**src/sv/rrp_pkg.sv**
```systemverilog
`timescale 1ns / 1ps

package rrp_pkg;

    localparam int BYTE_W     = 8;
    localparam int COUNT_W    = 8;
    localparam int TOKLEN_W   = 16;
    localparam int ACC_W      = 17;
    localparam int CFG_DATA_W = 16;

    localparam logic [ACC_W-1:0] ACC_MAX = 17'd131071;

    localparam logic [BYTE_W-1:0] CH_STAR   = 8'h2A;
    localparam logic [BYTE_W-1:0] CH_DOLLAR = 8'h24;
    localparam logic [BYTE_W-1:0] CH_CR     = 8'h0D;
    localparam logic [BYTE_W-1:0] CH_LF     = 8'h0A;
    localparam logic [BYTE_W-1:0] CH_MINUS  = 8'h2D;
    localparam logic [BYTE_W-1:0] CH_ZERO   = 8'h30;
    localparam logic [BYTE_W-1:0] CH_NINE   = 8'h39;

    localparam logic [COUNT_W-1:0]  TOK_LIMIT_RST = 8'd16;
    localparam logic [TOKLEN_W-1:0] MAX_LEN_RST   = 16'd16384;

    typedef enum logic
    {
        REG_TOK_LIMIT  = 1'b0,
        REG_MAX_LENGTH = 1'b1
    } cfg_index_t;

    typedef enum logic [1:0]
    {
        KIND_PAYLOAD    = 2'd0,
        KIND_TOKEN_DONE = 2'd1,
        KIND_EMPTY      = 2'd2,
        KIND_ERROR      = 2'd3
    } kind_t;

    typedef enum logic [2:0]
    {
        ERR_NO_STAR    = 3'd0,
        ERR_NO_DOLLAR  = 3'd1,
        ERR_BAD_SYNTAX = 3'd2,
        ERR_TOO_MANY   = 3'd3,
        ERR_BAD_LENGTH = 3'd4
    } err_t;

    typedef struct packed
    {
        kind_t                kind;
        logic [BYTE_W-1:0]    data_byte;
        logic [COUNT_W-1:0]   token_index;
        logic [TOKLEN_W-1:0]  token_length;
        logic                 last_token;
        logic [COUNT_W-1:0]   cmd_tokens;
        err_t                 error_code;
    } result_t;

endpackage

```
**src/sv/rrp_parser.sv**
```systemverilog
`timescale 1ns / 1ps

module rrp_parser #(
    parameter int LENGTH_BITS = 16
) (
    input  logic                             clk,
    input  logic                             rst_n,
    input  logic                             step,
    input  logic [rrp_pkg::BYTE_W-1:0]       in_byte,
    input  logic [rrp_pkg::COUNT_W-1:0]      tok_limit,
    input  logic [rrp_pkg::TOKLEN_W-1:0]     max_length,
    output logic                             res_valid,
    output rrp_pkg::result_t                 res
);

    // Length registers never need more than the 16-bit result field.
    localparam int LEN_W = (LENGTH_BITS < rrp_pkg::TOKLEN_W) ? LENGTH_BITS
                                                             : rrp_pkg::TOKLEN_W;
    localparam logic [rrp_pkg::ACC_W-1:0] LEN_LIM =
        rrp_pkg::ACC_W'((64'd1 << LEN_W) - 64'd1);
    localparam int MUL_W = rrp_pkg::ACC_W + 4;

    typedef enum logic [3:0]
    {
        PH_IDLE,
        PH_RESYNC,
        PH_COUNT,
        PH_COUNT_LF,
        PH_DOLLAR,
        PH_LEN,
        PH_LEN_LF,
        PH_PAYLOAD,
        PH_TRAIL1,
        PH_TRAIL2
    } phase_t;

    phase_t                          phase_reg, phase_next;
    logic                            minus_reg, minus_next;
    logic [rrp_pkg::ACC_W-1:0]       acc_reg, acc_next;
    logic                            digit_reg, digit_next;
    logic [rrp_pkg::COUNT_W-1:0]     tdecl_reg, tdecl_next;
    logic [rrp_pkg::COUNT_W-1:0]     tpos_reg, tpos_next;
    logic [LEN_W-1:0]                remain_reg, remain_next;
    logic [LEN_W-1:0]                clen_reg, clen_next;

    logic                            is_digit;
    logic [MUL_W-1:0]                acc_mul;
    logic [rrp_pkg::ACC_W-1:0]       acc_digit;
    logic                            num_absorb;
    logic                            num_minus;
    logic                            num_cr;
    logic [rrp_pkg::COUNT_W:0]       tpos_inc;
    logic                            last;

    assign is_digit  = (in_byte >= rrp_pkg::CH_ZERO) && (in_byte <= rrp_pkg::CH_NINE);
    assign acc_mul   = (MUL_W'(acc_reg) << 3) + (MUL_W'(acc_reg) << 1)
                     + MUL_W'(in_byte - rrp_pkg::CH_ZERO);
    assign acc_digit = (acc_mul > MUL_W'(rrp_pkg::ACC_MAX)) ? rrp_pkg::ACC_MAX
                                                            : acc_mul[rrp_pkg::ACC_W-1:0];
    assign num_minus  = (in_byte == rrp_pkg::CH_MINUS) && !digit_reg;
    assign num_absorb = is_digit || num_minus;
    assign num_cr     = (in_byte == rrp_pkg::CH_CR);
    assign tpos_inc   = {1'b0, tpos_reg} + 9'd1;
    assign last       = tpos_inc >= {1'b0, tdecl_reg};

    always_comb
    begin
        phase_next  = phase_reg;
        minus_next  = minus_reg;
        acc_next    = acc_reg;
        digit_next  = digit_reg;
        tdecl_next  = tdecl_reg;
        tpos_next   = tpos_reg;
        remain_next = remain_reg;
        clen_next   = clen_reg;
        res_valid   = 1'b0;
        res         = '0;

        case (phase_reg)
            PH_RESYNC:
            begin
                if (in_byte == rrp_pkg::CH_STAR)
                begin
                    minus_next = 1'b0;
                    acc_next   = '0;
                    digit_next = 1'b0;
                    phase_next = PH_COUNT;
                end
            end
            PH_COUNT, PH_LEN:
            begin
                if (is_digit)
                begin
                    acc_next   = acc_digit;
                    digit_next = 1'b1;
                end
                else if (num_minus)
                begin
                    minus_next = 1'b1;
                    digit_next = 1'b1;
                end
                else if (num_cr)
                begin
                    phase_next = (phase_reg == PH_COUNT) ? PH_COUNT_LF : PH_LEN_LF;
                end
                if (!num_absorb && !num_cr)
                begin
                    res_valid      = 1'b1;
                    res.kind       = rrp_pkg::KIND_ERROR;
                    res.error_code = rrp_pkg::ERR_BAD_SYNTAX;
                    phase_next     = PH_RESYNC;
                end
            end
            PH_COUNT_LF:
            begin
                res_valid = 1'b1;
                if (in_byte != rrp_pkg::CH_LF)
                begin
                    res.kind       = rrp_pkg::KIND_ERROR;
                    res.error_code = rrp_pkg::ERR_BAD_SYNTAX;
                    phase_next     = PH_RESYNC;
                end
                else if (minus_reg || (acc_reg == '0))
                begin
                    res.kind   = rrp_pkg::KIND_EMPTY;
                    phase_next = PH_IDLE;
                end
                else if (acc_reg > rrp_pkg::ACC_W'(tok_limit))
                begin
                    res.kind       = rrp_pkg::KIND_ERROR;
                    res.error_code = rrp_pkg::ERR_TOO_MANY;
                    phase_next     = PH_RESYNC;
                end
                else
                begin
                    res_valid  = 1'b0;
                    tdecl_next = acc_reg[rrp_pkg::COUNT_W-1:0];
                    tpos_next  = '0;
                    phase_next = PH_DOLLAR;
                end
            end
            PH_DOLLAR:
            begin
                if (in_byte != rrp_pkg::CH_DOLLAR)
                begin
                    res_valid      = 1'b1;
                    res.kind       = rrp_pkg::KIND_ERROR;
                    res.error_code = rrp_pkg::ERR_NO_DOLLAR;
                    phase_next     = PH_RESYNC;
                end
                else
                begin
                    minus_next = 1'b0;
                    acc_next   = '0;
                    digit_next = 1'b0;
                    phase_next = PH_LEN;
                end
            end
            PH_LEN_LF:
            begin
                if (in_byte != rrp_pkg::CH_LF)
                begin
                    res_valid      = 1'b1;
                    res.kind       = rrp_pkg::KIND_ERROR;
                    res.error_code = rrp_pkg::ERR_BAD_SYNTAX;
                    phase_next     = PH_RESYNC;
                end
                else if ((minus_reg && (acc_reg != '0))
                         || (acc_reg > rrp_pkg::ACC_W'(max_length))
                         || (acc_reg > LEN_LIM))
                begin
                    res_valid      = 1'b1;
                    res.kind       = rrp_pkg::KIND_ERROR;
                    res.error_code = rrp_pkg::ERR_BAD_LENGTH;
                    phase_next     = PH_RESYNC;
                end
                else
                begin
                    clen_next   = acc_reg[LEN_W-1:0];
                    remain_next = acc_reg[LEN_W-1:0];
                    phase_next  = (acc_reg == '0) ? PH_TRAIL1 : PH_PAYLOAD;
                end
            end
            PH_PAYLOAD:
            begin
                res_valid       = 1'b1;
                res.kind        = rrp_pkg::KIND_PAYLOAD;
                res.data_byte   = in_byte;
                res.token_index = tpos_reg;
                res.cmd_tokens  = tdecl_reg;
                remain_next     = remain_reg - LEN_W'(1);
                if (remain_reg == LEN_W'(1))
                begin
                    phase_next = PH_TRAIL1;
                end
            end
            PH_TRAIL1:
            begin
                phase_next = PH_TRAIL2;
            end
            PH_TRAIL2:
            begin
                res_valid        = 1'b1;
                res.kind         = rrp_pkg::KIND_TOKEN_DONE;
                res.token_index  = tpos_reg;
                res.token_length = rrp_pkg::TOKLEN_W'(clen_reg);
                res.last_token   = last;
                res.cmd_tokens   = tdecl_reg;
                tpos_next        = tpos_inc[rrp_pkg::COUNT_W-1:0];
                phase_next       = last ? PH_IDLE : PH_DOLLAR;
            end
            default:
            begin
                if (in_byte == rrp_pkg::CH_STAR)
                begin
                    minus_next = 1'b0;
                    acc_next   = '0;
                    digit_next = 1'b0;
                    phase_next = PH_COUNT;
                end
                else
                begin
                    res_valid      = 1'b1;
                    res.kind       = rrp_pkg::KIND_ERROR;
                    res.error_code = rrp_pkg::ERR_NO_STAR;
                    phase_next     = PH_RESYNC;
                end
            end
        endcase
    end

    always_ff @(posedge clk or negedge rst_n)
    begin
        if (!rst_n)
        begin
            phase_reg  <= PH_IDLE;
            minus_reg  <= 1'b0;
            acc_reg    <= '0;
            digit_reg  <= 1'b0;
            tdecl_reg  <= '0;
            tpos_reg   <= '0;
            remain_reg <= '0;
            clen_reg   <= '0;
        end
        else if (step)
        begin
            phase_reg  <= phase_next;
            minus_reg  <= minus_next;
            acc_reg    <= acc_next;
            digit_reg  <= digit_next;
            tdecl_reg  <= tdecl_next;
            tpos_reg   <= tpos_next;
            remain_reg <= remain_next;
            clen_reg   <= clen_next;
        end
    end

endmodule

```
**src/sv/rrp_out_fifo.sv**
```systemverilog
`timescale 1ns / 1ps

module rrp_out_fifo (
    input  logic              clk,
    input  logic              rst_n,
    input  logic              push,
    input  rrp_pkg::result_t  push_data,
    output logic              has_space,
    output logic              out_valid,
    input  logic              out_stall,
    output rrp_pkg::result_t  out_data
);

    // Two entries: the second one lets the parser push another word
    // while the output side is stalled.
    rrp_pkg::result_t  entry_reg [2];
    logic              wr_ptr_reg, wr_ptr_next;
    logic              rd_ptr_reg, rd_ptr_next;
    logic [1:0]        count_reg, count_next;
    logic              pop;

    assign has_space = (count_reg != 2'd2);
    assign out_valid = (count_reg != 2'd0);
    assign pop       = out_valid && !out_stall;
    assign out_data  = entry_reg[rd_ptr_reg];

    always_comb
    begin
        wr_ptr_next = push ? !wr_ptr_reg : wr_ptr_reg;
        rd_ptr_next = pop  ? !rd_ptr_reg : rd_ptr_reg;
        count_next  = count_reg + 2'(push) - 2'(pop);
    end

    always_ff @(posedge clk or negedge rst_n)
    begin
        if (!rst_n)
        begin
            wr_ptr_reg <= 1'b0;
            rd_ptr_reg <= 1'b0;
            count_reg  <= 2'd0;
        end
        else
        begin
            wr_ptr_reg <= wr_ptr_next;
            rd_ptr_reg <= rd_ptr_next;
            count_reg  <= count_next;
        end
    end

    always_ff @(posedge clk)
    begin
        if (push)
        begin
            entry_reg[wr_ptr_reg] <= push_data;
        end
    end

endmodule

```
**src/sv/resp_request_parser_unit.sv**
```systemverilog
`timescale 1ns / 1ps

// Byte-serial parser for RESP2 requests: one byte is taken per clock unless
// the input stalls, and each byte gives at most one result word (payload
// byte, token done, empty command or error). A byte is held in the input
// register, where the parse state machine decodes it, and then lands in a
// two-word output queue; throughput is one byte per cycle for as long as the
// output side keeps taking words, and the input stalls only when both queue
// words are full. After an error the parser drops bytes until the next '*'.
// The two limit registers should be written only while the parser is idle.
module resp_request_parser_unit #(
    parameter int LENGTH_BITS = 16
) (
    input  logic                              clk,
    input  logic                              rst_n,
    input  logic                              cfg_we,
    input  logic                              cfg_index,
    input  logic [rrp_pkg::CFG_DATA_W-1:0]    cfg_data,
    input  logic                              in_valid,
    output logic                              in_stall,
    input  logic [7:0]                        in_byte,
    output logic                              out_valid,
    input  logic                              out_stall,
    output logic [1:0]                        kind,
    output logic [7:0]                        data_byte,
    output logic [7:0]                        token_index,
    output logic [15:0]                       token_length,
    output logic                              last_token,
    output logic [7:0]                        cmd_tokens,
    output logic [2:0]                        error_code
);

    logic [rrp_pkg::COUNT_W-1:0]   tok_limit_reg;
    logic [rrp_pkg::TOKLEN_W-1:0]  max_length_reg;
    logic                          in_full_reg, in_full_next;
    logic [rrp_pkg::BYTE_W-1:0]    in_byte_reg;
    logic                          has_space;
    logic                          step;
    logic                          res_valid;
    rrp_pkg::result_t              res;
    rrp_pkg::result_t              out_data;

    assign step     = in_full_reg && has_space;
    assign in_stall = in_full_reg && !has_space;

    always_comb
    begin
        in_full_next = in_full_reg;
        if (in_valid && !in_stall)
        begin
            in_full_next = 1'b1;
        end
        else if (step)
        begin
            in_full_next = 1'b0;
        end
    end

    always_ff @(posedge clk or negedge rst_n)
    begin
        if (!rst_n)
        begin
            in_full_reg    <= 1'b0;
            tok_limit_reg  <= rrp_pkg::TOK_LIMIT_RST;
            max_length_reg <= rrp_pkg::MAX_LEN_RST;
        end
        else
        begin
            in_full_reg <= in_full_next;
            if (cfg_we)
            begin
                case (rrp_pkg::cfg_index_t'(cfg_index))
                    rrp_pkg::REG_TOK_LIMIT:
                        tok_limit_reg <= cfg_data[rrp_pkg::COUNT_W-1:0];
                    rrp_pkg::REG_MAX_LENGTH:
                        max_length_reg <= cfg_data[rrp_pkg::TOKLEN_W-1:0];
                    default:
                        tok_limit_reg <= tok_limit_reg;
                endcase
            end
        end
    end

    always_ff @(posedge clk)
    begin
        if (in_valid && !in_stall)
        begin
            in_byte_reg <= in_byte;
        end
    end

    rrp_parser #(
        .LENGTH_BITS (LENGTH_BITS)
    ) u_parser (
        .clk        (clk),
        .rst_n      (rst_n),
        .step       (step),
        .in_byte    (in_byte_reg),
        .tok_limit  (tok_limit_reg),
        .max_length (max_length_reg),
        .res_valid  (res_valid),
        .res        (res)
    );

    rrp_out_fifo u_out_fifo (
        .clk       (clk),
        .rst_n     (rst_n),
        .push      (step && res_valid),
        .push_data (res),
        .has_space (has_space),
        .out_valid (out_valid),
        .out_stall (out_stall),
        .out_data  (out_data)
    );

    assign kind         = out_data.kind;
    assign data_byte    = out_data.data_byte;
    assign token_index  = out_data.token_index;
    assign token_length = out_data.token_length;
    assign last_token   = out_data.last_token;
    assign cmd_tokens   = out_data.cmd_tokens;
    assign error_code   = out_data.error_code;

endmodule

```
**config.mk**
```make
export PLATFORM = sky130hd
export DESIGN_NAME = resp_request_parser_unit
export DESIGN_NICKNAME = d
export VERILOG_FILES = /design/src/sv/rrp_pkg.sv /design/src/sv/rrp_parser.sv /design/src/sv/rrp_out_fifo.sv /design/src/sv/resp_request_parser_unit.sv
export SDC_FILE = /design/constraint.sdc
export NUM_CORES = 1
export LEC_CHECK = 0
export BUFFER_PORTS_ARGS = -buffer_cell sky130_fd_sc_hd__buf_2
export CAP_MARGIN = 5
export CORE_ASPECT_RATIO = 0.5
export CORE_MARGIN = 8
export CORE_UTILIZATION = 55
export CTS_CLUSTER_DIAMETER = 60
export DETAILED_ROUTE_END_ITERATION = 10
export HOLD_SLACK_MARGIN = 0.06
export PLACE_DENSITY = 0.8
export SLEW_MARGIN = 20
export SYNTH_ARGS = -nofsm -noshare
export SYNTH_HDL_FRONTEND = slang
export SYNTH_HIERARCHICAL = 1
export SYNTH_SLANG_ARGS = --single-unit
```
**constraint.sdc**
```tcl
create_clock -name clk -period 12.1 [get_ports clk]
set_input_delay 0.605 -clock clk [delete_from_list [all_inputs] [get_ports clk]]
set_output_delay 0.605 -clock clk [all_outputs]
set_load 0.01 [all_outputs]
```
# ---- Word level (Yosys, flattened, before mapping)
# Memories as Yosys holds them, arrays and structs flattened.
# Cells that the tools add are included.
dict set report classes {
  n_div 0
  shifts 0
  n_eq_ne 31
  bitwise_logic 6
  n_reduce_logical 43
  magnitude_cmp 7
  multipliers 0
  mux 70
  add_sub_neg 7
}
# op count
set op_table {}
lappend op_table {{two-way mux 17 bit} 5}
lappend op_table {{one-hot mux 17 bit (3 select lines)} 1}
lappend op_table {{two-way mux 8 bit} 6}
lappend op_table {{two-way mux 4 bit} 11}
lappend op_table {{two-way mux 16 bit} 2}
lappend op_table {{one-hot mux 16 bit (2 select lines)} 1}
lappend op_table {{one-hot mux 4 bit (8 select lines)} 1}
lappend op_table {{two-way mux 3 bit} 8}
lappend op_table {{two-way mux 2 bit} 11}
lappend op_table {{adder 20 x 18 -> 21 bit} 1}
lappend op_table {{adder 21 bit} 1}
lappend op_table {{> comparator 21 x 17 -> 1 bit, second input constant} 1}
lappend op_table {{AND reduction 5 bit} 4}
lappend op_table {{two-way mux 1 bit} 18}
lappend op_table {{> comparator 17 x 16 -> 1 bit} 1}
lappend op_table {{> comparator 17 x 16 -> 1 bit, second input constant} 1}
lappend op_table {{> comparator 17 x 8 -> 1 bit} 1}
lappend op_table {{logical NOT 17 bit} 1}
lappend op_table {{nonzero test 17 bit} 1}
lappend op_table {{equality test 16 x 1 -> 1 bit, second input constant} 1}
lappend op_table {{equality test 4 x 3 -> 1 bit, second input constant} 4}
lappend op_table {{equality test 8 x 6 -> 1 bit, second input constant} 2}
lappend op_table {{!= test 2 bit, second input constant} 8}
lappend op_table {{one-hot mux 8 bit (2 select lines)} 1}
lappend op_table {{33 further kinds} 72}
dict set report word_totals {
  memories 1
  latch_bits 0
  rom_bits 0
  regBits 108
  out_inout_bits 48
  ram_bits 92
}
# memory words word_bits read_ports rd_clocked_by_memory_dff write_ports line_no
set memory_table {}
lappend memory_table {u_out_fifo.entry_reg 2 46 1 0 1 rrp_out_fifo.sv:16} ;# rrp_pkg::result_t entry_reg [2];

# ---- Depth between registers and ports, before layout
dict set report depth {
  depth_word 10
  depth_mapped 14
}

# ---- Modules after synthesis
# The synthesis kept the hierarchy.
# mod cells_each area_each_um2 instances
set by_module_without_submodules {}
lappend by_module_without_submodules {rrp_parser 743 6487.5 1}
lappend by_module_without_submodules {rrp_out_fifo 161 3644.7 1}
lappend by_module_without_submodules {resp_request_parser_unit 67 1290.0 1}

# ---- Least setup slack after synthesis
# Ideal clock, no wire load.
dict set report synth_path {
  kind {reg-to-reg}
  start {reg u_parser/acc_reg[6] (netlist bit)}
  end {mem u_out_fifo/entry_reg[0][0] (netlist bit), enable pin}
  arrival_ns 4.116
  slack_ns 7.529
  stages_incl_launch_ff 12
  setup_time_ns 0.455
  required_time_ns 11.645
  cell_sequence {dfrtp_1 > ha_1 > o21a_1 > nor2_1 > nor3b_1 > o211ai_1 > a22o_2 > a21oi_1 > o22ai_1 > nand3_1 > and3_1 > nor2b_1}
}
dict set report synth_via {
  elab_chain_len 10
  word_cells_on_any_way 18
  cone_classes {order compare: 3; mux: 8; reduce/logical: 7}
}
# element line_no
set synth_rtl {}
lappend synth_rtl {{from (decl)} rrp_parser.sv:39} ;# logic [rrp_pkg::ACC_W-1:0] acc_reg, acc_next;
lappend synth_rtl {{from (signal assigned)} rrp_parser.sv:249} ;# acc_reg <= acc_next;
lappend synth_rtl {{parallel branches: the longest is 6 deep, another holds > comparator 17 x 16 -> 1 bit} -}
lappend synth_rtl {{one-hot mux 1 bit (6 select lines) (*)} rrp_parser.sv:79} ;# case (phase_reg)
lappend synth_rtl {{named net res_valid} resp_request_parser_unit.sv:39} ;# logic res_valid;
lappend synth_rtl {{logical AND 1 bit (*)} resp_request_parser_unit.sv:108} ;# .push (step && res_valid),
lappend synth_rtl {{two-way mux 1 bit (*)} rrp_out_fifo.sv:52} ;# if (push)
lappend synth_rtl {{two-way mux 1 bit (implied by the code) (*)} rrp_out_fifo.sv:54} ;# entry_reg[wr_ptr_reg] <= push_data;
lappend synth_rtl {{to (decl)} rrp_out_fifo.sv:16}
# Mark *: on every way through the listed nets, which the timed path passes.

# ---- Final worst setup path
dict set report layout_path {
  start {reg in_byte_reg[5] (netlist bit)}
  end {reg u_parser/acc_reg[15] (netlist bit)}
}
dict set report layout_via {
  elab_chain_len 6
  word_cells_on_any_way 15
  cone_classes {add/sub: 2; order compare: 3; eq/ne: 4; mux: 3; reduce/logical: 3}
}
# element line_no
set layout_rtl {}
lappend layout_rtl {{from (decl)} resp_request_parser_unit.sv:36} ;# logic [rrp_pkg::BYTE_W-1:0] in_byte_reg;
lappend layout_rtl {{from (signal assigned)} resp_request_parser_unit.sv:88} ;# in_byte_reg <= in_byte;
lappend layout_rtl {{subtractor 8 x 6 -> 9 bit} rrp_parser.sv:57} ;# + MUL_W'(in_byte - rrp_pkg::CH_ZERO);
lappend layout_rtl {{adder 21 bit} rrp_parser.sv:57}
lappend layout_rtl {{> comparator 21 x 17 -> 1 bit} rrp_parser.sv:58} ;# assign acc_digit = (acc_mul > MUL_W'(rrp_pkg::ACC_MAX)) ? rrp_pkg::ACC_MAX
lappend layout_rtl {{two-way mux 17 bit} rrp_parser.sv:58}
lappend layout_rtl {{two-way mux 17 bit} rrp_parser.sv:92} ;# if (is_digit)
lappend layout_rtl {{one-hot mux 17 bit (3 select lines)} rrp_parser.sv:79}
# Several ways; a longest one is shown, not always the timed one. The select of a mux whose other input is x is not followed.
# A chain may end at the register's enable or synchronous reset.

==> flow_summary_export.csv <==
group,metric,value,unit
routing,wl_per_cell,19.1,um
logic_synthesis,ys_ff_latch,200,
clock_network,postCtsHoldBufs,0,
grt,grt_max_degree,59,
die,fp.dieW,220,um
pwr,leakage,0.00565,uW
critical_path,crit_path_end_kind,"flip-flop",
logic_synthesis,yosys.area.top_type,"edfxtp_1",
die,rows,37,
logic_synthesis,async_reset_ff_share,50.0,%
logic_synthesis,synth_top_area_share,26.3,%
clock_network,h-tree-depth,4,
die,ios,78,
clock_network,cts_root_buffer,"clkbuf_16",
logic_synthesis,yosysUniqueCellTypes,89,
critical_path,cp.required,12.36,ns
grt,antenna_found_initial,0,
clock_network,cts_tree,"built",
logic_synthesis,syn_area,11400,um^2
sta,fmax,219,MHz
logic_synthesis,ys_top_cells_by_area,"edfxtp_1 (26%), dfrtp_1 (21%), mux2_4 (7.6%)",
sta,hold_slack,0.160,ns
status,status,"complete, no violations",
finish,nets,1141,
logic_synthesis,syn_inst,971,
routing,vias_per_cell,6.05,
placement,hpwl,17600,um
placement,gp_congestion,0.932,
die,core_area,20500,um^2
die,die-area,25900,um^2
clock_network,post_cts_resized,0,
sta,period_share,37.8,%
clock_network,postCtsSetupBuffers,0,
sta,setup_viol,0,
grt,grt_pass1_wl,41600,um
finish,largest_reg_flops,92,
grt,gr-total-overflow,0,
logic_synthesis,synthFlopType,"edfxtp_1",
critical_path,cp_max_fo,16,
sta,max_slew_margin,32.4,%
routing,drt-total-wl,25100,um
critical_path,crit_arrival,4.83,ns
grt,grtUsageTotal,19.7,%
pwr,peakVddDrop,136,uV
clock_network,insertion_delay,0.44,ns
logic_synthesis,ys_seq_area_share,48.2,%
sta,report.final.slew_viol_count,0,
routing,drc,0,
die,start_util,55.8,%
logic_synthesis,synth-edff-count,100,
finish,finalInstanceArea,12600,um^2
worst_hold_path,min_path_type,"primary input to asynchronous set/reset pin",
pwr,finalPower,2620,uW
placement,portBuffers,77,
clock_network,cts_made_buffers,17,
clock_network,clock_path_buffers,2,
pwr,powerDensity,208,nW/um^2
finish,multi_input_area,5490,um^2
routing,drtAntennaViolNets,0,
critical_path,startpoint_type,"flip-flop",
sta,min_period,4.57,ns
clock_network,clock_sinks,200,
sta,grt_setup_unrepaired,"no",
sta,finalSetupTns,0,ns
sta,tightest_slew,1.01,ns
placement,placed_area,11900,um^2
logic_synthesis,synth_nets,1079,
sta,hold_viol,0,
flow_run,maxCapViolCount,0,
finish,layout-drive-gt1-share,23.5,%
die,fp.dieH,118,um
routing,vias,7986,
clock_network,clkTransAtPathRegs,0.07,ns
finish,num_antenna_cells,0,
logic_synthesis,avgSynthCellArea,11.8,um^2
routing,first_pass_iters,6,
finish,areaGrowthSynthToFinish,10.1,%
critical_path,worstSetupPathType,"flip-flop to flip-flop",
finish,fillers,1560,
sta,skew,0.0112,ns
routing,drtIter0Drc,618,
logic_synthesis,yosys_warnings,6,
grt,grt_pass1_vias,8166,
finish,area.sequential,5510,um^2
-- kinds of logic after synthesis --
group	Yosys count	synth area share [%]
AO/OA/AOI/OAI	200	11.9
XOR/XNOR	25	1.92
adder cells (fa/ha/maj)	78	9.60
buffers and inverters	89	3.95
flip-flops	200	48.2
multiplexers	97	11.4
AND/OR/NAND/NOR	282	13.0
-- synthesized netlist by cell type, types with 5 or more instances --
master / n
edfxtp_1: 100
dfrtp_1: 98
nand2_1: 77
a21oi_1: 74
ha_1: 62
mux2_4: 58
inv_1: 49
nor2_1: 45
mux2_2: 36
and3_1: 27
o21ai_0: 27
nand3_1: 26
clkbuf_1: 20
nor3_1: 20
fa_1: 16
a32oi_1: 15
nor2b_1: 14
xnor2_1: 14
xor2_1: 11
a21o_1: 10
and2_1: 10
nand4_1: 10
o21a_1: 10
a31oi_1: 7
nand2b_1: 7
buf_2: 6
buf_6: 6
nor4_1: 6
o22ai_1: 6
o211ai_1: 5
or4_1: 5
-- final timing paths --
check	start	end	slack, ns	cells after the start
worst max-delay path	in_byte_reg[5]	u_parser/acc_reg[15]	7.53	12
worst min-delay path	rst_n	max_length_reg[5]	0.16	1
worst max register to register	in_byte_reg[5]	u_parser/acc_reg[15]	7.53	12
worst min register to register	u_parser/clen_reg[1]	u_parser/clen_reg[1]	0.51	1
max in group asynchronous	rst_n	u_parser/tpos_reg[3]	10.79	2
min in group clk	in_byte[3]	in_byte_reg[3]	0.34	1
-- critical path, stage by stage, from the launching register on --
cell and delay (ns):
edfxtp_1 0.47, ha_1 0.31, nor3_4 0.64, fa_1 0.54, ha_1 0.37, o21a_1 0.13, o211ai_1 0.22, a211oi_1 0.11
o41ai_2 0.35, mux2_2 0.40, nor2_2 0.51, and3_1 0.25, a22oi_1 0.06
-- metrics by stage --
step | setup slack (ns) | utilization, % | instances
3_3_place_gp | 7.47 | 58.4 | 1287
4_1_cts | 7.25 | 61.4 | 1319
2_1_floorplan | 7.53 | - | 971
5_1_grt | 7.25 | 61.5 | 1319
3_5_place_dp | 7.28 | 58.4 | 1287
6_report | 7.53 | 61.5 | 1319
-- cells in the final DEF (no fill, tap or decap), types with 7 or more instances in the layout --
master,netlist,final
a21o_1,10,10
a21oi_1,74,74
a31oi_1,7,7
a32oi_1,15,15
and2_1,10,9
and3_1,27,27
buf_2,6,76
clkbuf_16,0,17
dfrtp_1,98,97
edfxtp_1,100,100
fa_1,16,16
ha_1,62,62
inv_1,49,49
mux2_2,36,36
mux2_4,58,58
nand2_1,77,77
nand2b_1,7,7
nand3_1,26,26
nand4_1,10,10
nor2_1,45,43
nor2b_1,14,13
nor3_1,20,19
o21a_1,10,10
o21ai_0,27,27
xnor2_1,14,14
xor2_1,11,11
-- power breakdown --
part / total, uW / switching [uW] / internal, uW
Clock: 596 / 264 / 332
Combinational: 964 / 554 / 410
Sequential: 1060 / 144 / 915
Total: 2620 / 961 / 1660
-- area by class of cell --
class / instances / area share (%)
Clock buffer: 19 / 3.44
Timing Repair Buffer: 82 / 3.38
Clock inverter: 13 / 1.51
Sequential cell: 200 / 43.8
Inverter: 50 / 1.49
Tap cell: 273 / 2.72
Multi-Input combinational cell: 682 / 43.6
-- per-layer routing --
metal  track usage, %  routed length [um]  vias to the layer above
met5                0                   0                        -
met3             4.85                1800                       45
met2             32.0               12100                      286
met1             25.4               10700                     3936
li1                 -                   -                     3719
met4             6.68                 476                        0
(Power assumes the default switching activity.)
